<file path="config.mk">
export PLATFORM = sky130hd
export DESIGN_NAME = gvi_ctrl
export DESIGN_NICKNAME = d
export VERILOG_FILES = /design/src/sv/gvi_pkg.sv /design/src/sv/gvi_ctrl.sv
export VERILOG_INCLUDE_DIRS = /design/src /design/src/sv
export SDC_FILE = /design/constraint.sdc
export NUM_CORES = 1
export LEC_CHECK = 0
export CORE_UTILIZATION = 55
export DETAILED_ROUTE_END_ITERATION = 10
export DONT_BUFFER_PORTS = 1
export PLACE_DENSITY = 0.72
export SLEW_MARGIN = 20
export SYNTH_ARGS = -nofsm -noshare
export SYNTH_HDL_FRONTEND = slang
export SYNTH_SLANG_ARGS = --single-unit
</file>
<file path="constraint.sdc">
create_clock -name aclk -period 1.7 [get_ports aclk]
set_clock_uncertainty 0.05 [all_clocks]
set_input_delay 0.17 -clock aclk [delete_from_list [all_inputs] [get_ports aclk]]
set_output_delay 0.17 -clock aclk [all_outputs]
set_load 0.01 [all_outputs]
</file>
<file path="src/sv/assert_macros.svh">
// ----------------------------------------------------------------------------
// assertion macros
// concurrent checks on aclk, with or without the reset guard
// ----------------------------------------------------------------------------
`ifndef ASSERT_MACROS_SVH
`define ASSERT_MACROS_SVH
`ifndef ASSERT_OFF
// check that is switched off while aresetn is low
`define GVI_ASSERT(lbl, prop, msg) \
    lbl: assert property (@(posedge aclk) disable iff (!aresetn) prop) else $error(msg);
// check that also holds through reset
`define GVI_ASSERT_RST(lbl, prop, msg) \
    lbl: assert property (@(posedge aclk) prop) else $error(msg);
`else
`define GVI_ASSERT(lbl, prop, msg)
`define GVI_ASSERT_RST(lbl, prop, msg)
`endif
`endif

</file>
<file path="src/sv/gvi_pkg.sv">
// ----------------------------------------------------------------------------
// gvi_pkg
// shared types and constants of the grid value interpolator
// ----------------------------------------------------------------------------
package gvi_pkg;

    localparam int DIMS_DEF      = 3;
    localparam int CELL_BITS_DEF = 5;
    localparam int MAX_DIMS      = 3;
    localparam int DIM_W         = 2;
    localparam int FRAC_BITS     = 16;
    localparam int PRIO_FRAC     = 16;

    localparam int VAL_W     = 32;
    localparam int CELL_W    = 31;
    localparam int PRIO_W    = 17;
    localparam int OFF_W     = 3;
    localparam int ADDR_IN_W = 15;
    localparam int CFG_IDX_W = 3;
    localparam int CFG_W     = 32;

    // shared divider geometry: 64 bit dividend, 33 bit divisor, 34 quotient bits
    localparam int DVD_W = 64;
    localparam int DVS_W = 33;
    localparam int QUO_W = 34;

    localparam logic [PRIO_W-1:0] PRIO_ONE = PRIO_W'(1 << PRIO_FRAC);
    localparam logic [VAL_W-1:0]  VAL_MAX  = 32'h7fff_ffff;
    localparam logic [VAL_W-1:0]  VAL_MIN  = 32'h8000_0000;
    localparam logic [CELL_W-1:0] CELL_ONE = CELL_W'(1 << FRAC_BITS);

    // register map
    localparam logic [CFG_IDX_W-1:0] REG_LOW_X  = 3'd0;
    localparam logic [CFG_IDX_W-1:0] REG_LOW_Y  = 3'd1;
    localparam logic [CFG_IDX_W-1:0] REG_LOW_Z  = 3'd2;
    localparam logic [CFG_IDX_W-1:0] REG_CELL_X = 3'd3;
    localparam logic [CFG_IDX_W-1:0] REG_CELL_Y = 3'd4;
    localparam logic [CFG_IDX_W-1:0] REG_CELL_Z = 3'd5;
    localparam logic [CFG_IDX_W-1:0] REG_FLOOR  = 3'd6;
    localparam logic [CFG_IDX_W-1:0] REG_CEIL   = 3'd7;

    // word kinds on tuser
    localparam logic CMD_LOAD  = 1'b0;
    localparam logic CMD_QUERY = 1'b1;

    // divider operand selection
    localparam logic [1:0] DIV_QUANT = 2'd0;
    localparam logic [1:0] DIV_TERM  = 2'd1;
    localparam logic [1:0] DIV_PRIO  = 2'd2;

    typedef struct packed {
        logic             mem_wr;
        logic             cap_query;
        logic             div_start;
        logic [1:0]       div_sel;
        logic             q_fix;
        logic             q_post;
        logic             rd_centre;
        logic             rd_nb;
        logic             nn_latch;
        logic             diff_latch;
        logic             mul_lo;
        logic             mul_hi;
        logic             sum;
        logic             term_acc;
        logic             sat;
        logic             prio_eval;
        logic             prio_latch;
        logic             out_load;
        logic [DIM_W-1:0] dim;
    } gvi_cmd_t;

    typedef struct packed {
        logic div_busy;
        logic div_done;
        logic prio_div;
    } gvi_sts_t;

endpackage

</file>
<file path="src/sv/gvi_ctrl.sv">
// ----------------------------------------------------------------------------
// gvi_ctrl
// sequencer for loads and queries, output word handshake
// ----------------------------------------------------------------------------
`include "assert_macros.svh"

module gvi_ctrl import gvi_pkg::*; #(
    parameter int DIMS = DIMS_DEF
) (
    input  logic     aclk,
    input  logic     aresetn,
    input  logic     s_tvalid,
    output logic     s_tready,
    input  logic     s_tuser,
    output logic     m_tvalid,
    input  logic     m_tready,
    output gvi_cmd_t cmd,
    input  gvi_sts_t sts
);

    localparam logic [4:0] ST_IDLE   = 5'd0;
    localparam logic [4:0] ST_QSTART = 5'd1;
    localparam logic [4:0] ST_QWAIT  = 5'd2;
    localparam logic [4:0] ST_QPOST  = 5'd3;
    localparam logic [4:0] ST_RDC    = 5'd4;
    localparam logic [4:0] ST_RDCW   = 5'd5;
    localparam logic [4:0] ST_RDN    = 5'd6;
    localparam logic [4:0] ST_RDNW   = 5'd7;
    localparam logic [4:0] ST_MULLO  = 5'd8;
    localparam logic [4:0] ST_MULHI  = 5'd9;
    localparam logic [4:0] ST_SUM    = 5'd10;
    localparam logic [4:0] ST_TSTART = 5'd11;
    localparam logic [4:0] ST_TWAIT  = 5'd12;
    localparam logic [4:0] ST_SAT    = 5'd13;
    localparam logic [4:0] ST_PRIO   = 5'd14;
    localparam logic [4:0] ST_PWAIT  = 5'd15;
    localparam logic [4:0] ST_DONE   = 5'd16;

    localparam logic [DIM_W-1:0] DIM_LAST = DIM_W'(DIMS - 1);

    logic [4:0]       state_reg, state_next;
    logic [DIM_W-1:0] dim_reg, dim_next;
    logic             out_valid_reg, out_valid_next;

    always_comb begin
        state_next = state_reg;
        dim_next   = dim_reg;
        cmd        = '0;
        cmd.dim    = dim_reg;
        case (state_reg)
            ST_IDLE: begin
                if (s_tvalid) begin
                    if (s_tuser == CMD_LOAD) begin
                        cmd.mem_wr = 1'b1;
                    end else begin
                        cmd.cap_query = 1'b1;
                        dim_next      = '0;
                        state_next    = ST_QSTART;
                    end
                end
            end
            ST_QSTART: begin
                cmd.div_start = 1'b1;
                cmd.div_sel   = DIV_QUANT;
                state_next    = ST_QWAIT;
            end
            ST_QWAIT: begin
                cmd.div_sel = DIV_QUANT;
                if (sts.div_done) begin
                    cmd.q_fix  = 1'b1;
                    state_next = ST_QPOST;
                end
            end
            ST_QPOST: begin
                cmd.q_post = 1'b1;
                if (dim_reg == DIM_LAST) begin
                    dim_next   = '0;
                    state_next = ST_RDC;
                end else begin
                    dim_next   = dim_reg + 1'b1;
                    state_next = ST_QSTART;
                end
            end
            ST_RDC: begin
                cmd.rd_centre = 1'b1;
                state_next    = ST_RDCW;
            end
            ST_RDCW: begin
                cmd.nn_latch = 1'b1;
                state_next   = ST_RDN;
            end
            ST_RDN: begin
                cmd.rd_nb  = 1'b1;
                state_next = ST_RDNW;
            end
            ST_RDNW: begin
                cmd.diff_latch = 1'b1;
                state_next     = ST_MULLO;
            end
            ST_MULLO: begin
                cmd.mul_lo = 1'b1;
                state_next = ST_MULHI;
            end
            ST_MULHI: begin
                cmd.mul_hi = 1'b1;
                state_next = ST_SUM;
            end
            ST_SUM: begin
                cmd.sum    = 1'b1;
                state_next = ST_TSTART;
            end
            ST_TSTART: begin
                cmd.div_start = 1'b1;
                cmd.div_sel   = DIV_TERM;
                state_next    = ST_TWAIT;
            end
            ST_TWAIT: begin
                cmd.div_sel = DIV_TERM;
                if (sts.div_done) begin
                    cmd.term_acc = 1'b1;
                    if (dim_reg == DIM_LAST) begin
                        state_next = ST_SAT;
                    end else begin
                        dim_next   = dim_reg + 1'b1;
                        state_next = ST_RDN;
                    end
                end
            end
            ST_SAT: begin
                cmd.sat    = 1'b1;
                state_next = ST_PRIO;
            end
            ST_PRIO: begin
                cmd.prio_eval = 1'b1;
                cmd.div_sel   = DIV_PRIO;
                if (sts.prio_div) begin
                    cmd.div_start = 1'b1;
                    state_next    = ST_PWAIT;
                end else begin
                    state_next = ST_DONE;
                end
            end
            ST_PWAIT: begin
                cmd.div_sel = DIV_PRIO;
                if (sts.div_done) begin
                    cmd.prio_latch = 1'b1;
                    state_next     = ST_DONE;
                end
            end
            ST_DONE: begin
                if (!out_valid_reg || m_tready) begin
                    cmd.out_load = 1'b1;
                    state_next   = ST_IDLE;
                end
            end
            default: state_next = ST_IDLE;
        endcase

        out_valid_next = out_valid_reg;
        if (cmd.out_load) begin
            out_valid_next = 1'b1;
        end else if (m_tready) begin
            out_valid_next = 1'b0;
        end
    end

    always_ff @(posedge aclk) begin
        if (!aresetn) begin
            state_reg     <= ST_IDLE;
            dim_reg       <= '0;
            out_valid_reg <= 1'b0;
        end else begin
            state_reg     <= state_next;
            dim_reg       <= dim_next;
            out_valid_reg <= out_valid_next;
        end
    end

    assign s_tready = (state_reg == ST_IDLE);
    assign m_tvalid = out_valid_reg;

    `GVI_ASSERT(a_div_free, cmd.div_start |-> !sts.div_busy, "divider started while busy")
    `GVI_ASSERT(a_done_waited, sts.div_done |-> (state_reg == ST_QWAIT || state_reg == ST_TWAIT || state_reg == ST_PWAIT), "divider result outside a wait state")
    `GVI_ASSERT(a_out_from_done, $rose(out_valid_reg) |-> $past(state_reg == ST_DONE), "result word raised outside done")
    `GVI_ASSERT_RST(a_reset_clears, !aresetn |=> !m_tvalid, "result word valid after reset")

endmodule
</file>
==> results, run 1 <==
- The hold violation total from the final report was 0.
- Counting instances, the worst hold path has a depth of 1.
- The insertion delay to the later sink of the worst-skew pair is 0.25 ns.
- Buffers inserted during clock tree synthesis total 3.
- For the worst setup path, the data required time is 1.48 ns.
- The initial antenna violation count is 0.
- Static timing analysis puts the maximum clock frequency at 567 MHz.
- The buffer type at the clock tree root is clkbuf_4.
- The top cell types in the final layout, fill and taps aside, are 23 x buf_4, 8 x nand2_1, 6 x nor2_1, 6 x and3_1, 6 x buf_6.
- The destination of the worst hold path is m_tvalid.
- A synthesized cell averages 7.49 µm².
- The worst slew margin relative to its limit is 0.648.
- The residual DRC count is 0.
- The first-pass GRT wire length is 4.21 mm.
- In the final layout, the multi-input gates occupy 742 µm².
- The clock edge transition at the registers on the reported setup and hold paths is 0.05 ns.
- The final instance area is 0.00124 mm².
- In this run the critical register-to-register path is launched from state_reg[0].
- The total via count after detailed routing is a little over 1,000.
- The critical path is of the flop to primary output type.
- The worst-path maximum fanout is 12.
- Global routing finished with a remaining overflow of 0.
- The final-report max-slew violation count is 0.
- The congestion estimate from routability-driven global placement came to 0.926.
- The flow ran to the end, but the final reports show violations.
- The number of global-route vias before repair came to 907.
- The main flop type after synthesis is dfxtp_1.
- The most common cell after layout, fill and taps aside is buf_4.
- The startpoint type of the worst setup path is a flop.
- The number of levels in the clock H-tree is 1.
- The synthesis-stage register bit count is 8.
- The data arrival at the endpoint of the critical path is 1.54 ns.
- During synthesis, Yosys emitted a total of 0 warnings.
- The routed length per instance is 17.8 µm.
- The share of flip-flops with an asynchronous set or reset after synthesis is 0.
- The sum of routed wire length over all layers is 2.80 mm.
- The number of cell instances on the worst register-to-register path is 6.
- The total power draw is 712 µW.
- Of the available clock period, the critical path in the final layout requires 1.04.
- The floorplan has 14 rows.
- The final reports fail on negative setup slack.
- The sequential share of the synthesized area is 0.183.
- IR analysis of the VDD net gives a maximum drop of roughly 0.60 mV.
- The count of endpoints failing setup in the final report is 6.
- Dividing the detail-routed via count by the number of cells gives 6.60.
- The overall track demand over capacity in global routing is 0.313.
- The count of different cell masters after synthesis is 43.
- In this run, the number of DRC markers left after iteration 0 of detailed routing was 34.
- For the pin with the worst max-slew slack, the measured transition is around 0.52 ns.
- The routed design could run at a clock period as short as 1.76 ns.
- The estimated wirelength of the detail-placed design is 1.84 mm.
- The count of boundary I/O pins is 31.
- The post-synthesis to final-layout area growth is 41.1%.
- The synthesized design contains 0 enable-type register cells.
- The floorplan step defined a die boundary enclosing ~0.0018 mm².
- The element type at the critical path end is a primary output.
- The y dimension of the die is 41.9 µm.
- The clock sink count is 8.
- The number of nets with antenna violations after detailed routing is 0.
- The netlist area before placement is ~880 µm².
- The first-pass iteration count of the detailed router is 4.
- The static leakage is 0.000492 µW.
- In this run the power density over the cells is ~580 mW/mm².
- After floorplanning, the core was sized to cover 0.00149 mm².
- Of the cells placed in the final design, the portion with a size suffix greater than 1 is 0.411.
- The instance area after placement is roughly 0.001 mm².
- The number of nets in the synthesized netlist is between 100 and 150.
- The startpoint identified for the worst hold timing path is aresetn.
- The register with the most flip-flops in the layout has 5 of them.
- The setup check on the worst reg-to-reg path leaves a slack of -0.03 ns.
- 0 antenna diodes ended up in the layout.
- The worst hold path belongs to the class input port to flop.
- The maximum number of pins on one net before global-route repair is 13.
- The number of nets in the finished design is 154.
- The die is 41.9 µm wide.
- The number of maximum-capacitance violations is 0.
- The initial core utilization is 0.588.
- In the final layout, flip-flops and latches occupy roughly 170 µm².
- Once routing completed, OpenROAD measured the worst setup slack at -0.0640 ns.
- The filler cell count in the final layout is 80.
- In this run the critical register-to-register path is captured at dim_reg[0].
- The CTS tree is yes.
- The post-synthesis cell count is 117.
- During placement, the flow inserted port buffers numbering 0.
- The buffer levels on the longest clock path is 2.
- Setup repair after global routing could not meet its margin everywhere.
[metrics by stage]
step | utilization | std cells | setup TNS (ns) | hold slack [ns] | setup slack (ns)
5_1_grt | 0.830 | 157 | -0.737 | 0.00111 | -0.111
3_3_place_gp | 0.689 | 149 | 0 | 0.243 | 0.0186
4_1_cts | 0.787 | 155 | -0.212 | 0.00453 | -0.0655
2_1_floorplan | - | 117 | -0.114 | 0.238 | -0.0568
3_5_place_dp | 0.689 | 149 | -0.00517 | 0.246 | -0.00517
6_report | 0.830 | 157 | -0.219 | 0.0145 | -0.0640
[area by class of cell]
type / instances / area share
clock buffers: 3 / 0.0182
inverters: 5 / 0.0152
multi-input cells: 94 / 0.600
flip-flops and latches: 8 / 0.140
well taps: 16 / 0.0162
repair buffers: 31 / 0.211
[kinds of logic after synthesis]
| group | Yosys count | share of synthesized area |
|---|---|---|
| xor+xnor | 2 | 0.0200 |
| simple gates | 60 | 0.419 |
| fa+ha+maj | 3 | 0.0429 |
| buf+inv | 15 | 0.0957 |
| flops | 8 | 0.183 |
| compound gates | 28 | 0.229 |
| mux | 1 | 0.0114 |
[what timing repair did]
action / CTS / global route
endpoints found under the setup margin: 9 / 17
buffers inserted: 2 / 1
pin swaps: 5 / 6
hold buffers: 1 / 1
resized for setup: 25 / 10
endpoints found under the hold margin: 2 / 1
[worst max-delay path: stages, from the launching register on]
cell,delay (ns)
dfxtp_4,0.36
buf_6,0.15
nand2b_4,0.14
buf_4,0.14
or3_4,0.34
a21oi_4,0.15
[per-layer routing]
layer  vias to the layer above  wire length, µm  track usage
met4                         0               31       0.0516
met5                         -                0            0
met2                        68             1400        0.503
met1                       485             1110        0.430
met3                         8              255       0.0739
li1                        475                -            -
[cell usage after synthesis (all sizes together) (3+ instances only)]
library cell	n	share of area
ha	3	0.043
and3	7	0.050
dfxtp	8	0.18
inv	5	0.021
a21oi	5	0.029
nor2	8	0.043
o21ai	7	0.040
nand2	9	0.039
nor3	8	0.059
nand2b	6	0.043
buf	6	0.057
clkbuf	4	0.017
nand3b	4	0.034
nor2b	3	0.021
or3	5	0.041
[how the worst max path moves through the flow]
stage,from,endpoint,cells past startpoint
detailed placement,state_reg[1],dim_reg[1],5
finish,state_reg[0],cmd[18],5
global route,state_reg[1],cmd[18],5
global placement,state_reg[1],dim_reg[1],5
floorplan,state_reg[0],dim_reg[0],6
CTS,state_reg[0],cmd[18],5
[where the power goes]
part | internal [µW] | leakage [µW] | switching, µW | total (µW)
clock network | 80.9 | 0.0000138 | 66.0 | 147
logic | 177 | 0.000410 | 172 | 349
registers | 201 | 0.0000678 | 15.0 | 216
total | 459 | 0.000492 | 253 | 712
Note: power is estimated with default switching activity, not from simulation.
==> run 2, diff against run 1 <==
--- a/config.mk
+++ b/config.mk
@@ -9,7 +9,7 @@
 export CORE_UTILIZATION = 55
 export DETAILED_ROUTE_END_ITERATION = 10
 export DONT_BUFFER_PORTS = 1
-export PLACE_DENSITY = 0.72
+export PLACE_DENSITY = 0.73
 export SLEW_MARGIN = 20
 export SYNTH_ARGS = -nofsm -noshare
 export SYNTH_HDL_FRONTEND = slang
==> run 2 against run 1 <==
Against the previous run: the flow still finishes with violations (negative setup slack); cell count up 3.2%; flip-flop and latch count unchanged; power rose by 8.9%; utilization is 3.9 points higher; clock power increased by 5%; worst hold slack lost 0.0077 ns; via count rose by 5.1%; design area is 4.8% higher; non-clock buffer count grew 5; count of clock-buffer cells in the layout stayed put; combinational power grew 15%; first-iteration DRC count rose by 50%; highest routed layer unchanged.
==> results, run 2 (synthesis gave the netlist of run 1 again) <==
- The flow ran to the end, but the final reports show violations.
- The checks that failed: negative setup slack.
- The first-pass iteration count of the detailed router came to 4 (unchanged).
- The final instance area is 0.00129 mm² (+4.8%).
- The final worst-path cycle share is 1.07 (+0.0293).
- The weighted congestion at the end of routability-driven global placement came to 0.917 (-0.99%).
- The first-pass GRT wire length is 4.62 mm (+9.8%).
- The sum of routed wire length over all layers is 3.38 mm (+21%).
- The instance area after placement came to 0.00106 mm² (+3.7%).
- The count of inserted antenna diode cells is 0 (unchanged).
- The smallest hold slack came to 0.00684 ns (-0.00770 ns).
- The number of global-route vias before repair is 1,031 (+14%).
- The count of placed standard cells including taps is 154 (+3.4%).
- In this run the worst setup path terminates at dim_reg[0].
- The static leakage is 0.000528 µW (+7.3%).
- The capturing point of the worst reg2reg path is dim_reg[0].
- The worst min-delay path class is input port to flop.
- The residual DRC count is 0 (unchanged).
- The data arrival at the endpoint of the critical path was 1.91 ns (+0.37 ns).
- The critical path in this run is classified as flop to flop.
- The flip-flop count of the largest register, all copies and words added is 5 (unchanged).
- The CTS tree is yes.
- The total via count after detailed routing is 1,089 (+5.1%).
- The routed length per instance is 20.8 µm (+17%).
- The achievable clock frequency was 551 MHz (-2.7%).
- In this run the worst setup path begins at state_reg[1].
- The clock edge transition at the registers on the reported setup and hold paths is 0.06 ns (about the same).
- The remaining global-route overflow is 0 (unchanged).
- The slew of the pin with the lowest slew margin came to 0.511 ns (-0.0126 ns).
- The share of layout cells above drive strength 1 is 0.473 (+0.0613).
- The floorplan die area was 0.00176 mm² (unchanged).
- The filler cell count in the final layout is 71 (-11%).
- The estimated wirelength of the detail-placed design is 1.95 mm (+6.2%).
- The worst slew margin relative to its limit was 0.656 (+0.00850).
- The final critical path time including I/O delays and setup was 1.81 ns (+0.0498 ns).
- The maximum number of pins on one net before global-route repair came to 11 (-2).
- The post-route worst setup slack is -0.114 ns (-0.0498 ns).
- The buffer type at the clock tree root is clkbuf_4.
- The highest ir drop seen on vdd came to 0.507 mV (-16%).
- The count of endpoints failing setup in the final report is 6 (unchanged).
- The number of nets with antenna violations after detailed routing is 0 (unchanged).
- The floorplan die width is 41.9 µm (unchanged).
- The initial DRC count is 51 (+50%).
- The number of buffers inserted by port buffering came to 0 (unchanged).
- Setup repair after global routing could not meet its margin everywhere.
- The total power draw is 775 µW (+8.9%).
- The number of rows created at floorplan is 14 (unchanged).
- The buffer levels on the longest clock path is 2 (unchanged).
- The placeable core area is 0.00149 mm² (unchanged).
- The count of boundary I/O pins is 31 (unchanged).
- The initial core utilization was 0.588 (unchanged).
- The y dimension of the die was 41.9 µm (unchanged).
- The overall track demand over capacity in global routing is 0.348 (+0.0356).
- The hold violation total from the final report is 0 (unchanged).
- The number of cell instances on the worst register-to-register path came to 6 (unchanged).
- The initial antenna violation count is 0 (unchanged).
- The library cells used most frequently in the layout, excluding fill and tap cells, are 30 x buf_4, 8 x nand2_1, 6 x nor2_1, 6 x and3_1, 5 x buf_6.
- The internal reg-to-reg setup slack came to -0.11 ns (-0.08 ns).
- The startpoint of the worst register-to-register path is state_reg[1].
- From synthesis to final layout, the design area changed by 47.9%.
- The total CTS buffers is 3 (unchanged).
- The most common cell after layout, fill and taps aside is buf_4.
- The worst setup path is launched from a flop.
- The average via count per standard cell was 6.72 (+1.9%).
- The data required time at the worst endpoint is 1.80 ns (+0.32 ns).
- The worst-path maximum fanout was 6 (-6).
- The number of levels in the clock H-tree is 1 (unchanged).
- The clock sink count is 8 (unchanged).
- The power per standard cell area was 599 mW/mm² (+4.0%).
- The number of maximum-capacitance violations is 0 (unchanged).
- The number of nets in the finished design is 159 (+3.2%).
- The post-route non-filler standard cell count is 162 (+3.2%).
- The insertion delay to the later sink of the worst-skew pair is 0.26 ns (about the same).
- The element type at the critical path end is a flop.
- The final-report max-slew violation count came to 0 (unchanged).
run 2: routing by layer:
metal	share of wire	track usage	vias to the layer above
li1	-	-	482
met1	0.37	0.413	520
met2	0.52	0.581	69
met3	0.078	0.0913	18
met4	0.041	0.161	0
met5	0	0	-
run 2: area by class of cell:
| type | count | area [µm²] | area share |
|---|---|---|---|
| clock buffers | 3 | 22.5 | 0.0174 |
| inverters | 5 | 18.8 | 0.0145 |
| multi-input cells | 94 | 769 | 0.594 |
| flip-flops and latches | 8 | 173 | 0.133 |
| well taps | 16 | 20.0 | 0.0155 |
| repair buffers | 36 | 292 | 0.225 |
run 2: how the worst min path moves through the flow:
stage          cells after the start     from            to
6_report                           1  aresetn  state_reg[2]
3_3_place_gp                       1  aresetn  state_reg[0]
2_1_floorplan                      1  aresetn  state_reg[0]
5_1_grt                            1  aresetn  state_reg[2]
3_5_place_dp                       1  aresetn  state_reg[3]
4_1_cts                            1  aresetn  state_reg[2]
run 2: through the flow:
step                utilization  setup slack, ns  TNS [ns]
floorplan                     -          -0.0568    -0.114
global placement          0.714           0.0184         0
detailed placement        0.714          -0.0348   -0.0669
CTS                       0.820          -0.0114   -0.0121
global route              0.870           -0.140    -0.721
finish                    0.870           -0.114    -0.349
run 2: critical path, stage by stage (launching register included):
cell      delay (ns)
dfxtp_4         0.37
or3_4           0.40
nor3_4          0.18
buf_6           0.13
o311ai_4        0.09
a221o_1         0.30
and3_1          0.17
run 2: timing repair:
item,CTS,global route
pin swaps,9,8
cloned,0,0
resized for setup,24,17
buffers inserted,5,0
setup endpoints to repair,13,18
hold buffers,1,0
endpoints found under the hold margin,2,0
run 2: power breakdown:
group | internal, µW | switching, µW | leakage, µW
sequential | 201 | 20.1 | 0.0000678
clock | 81.4 | 72.9 | 0.0000138
combinational | 202 | 198 | 0.000447
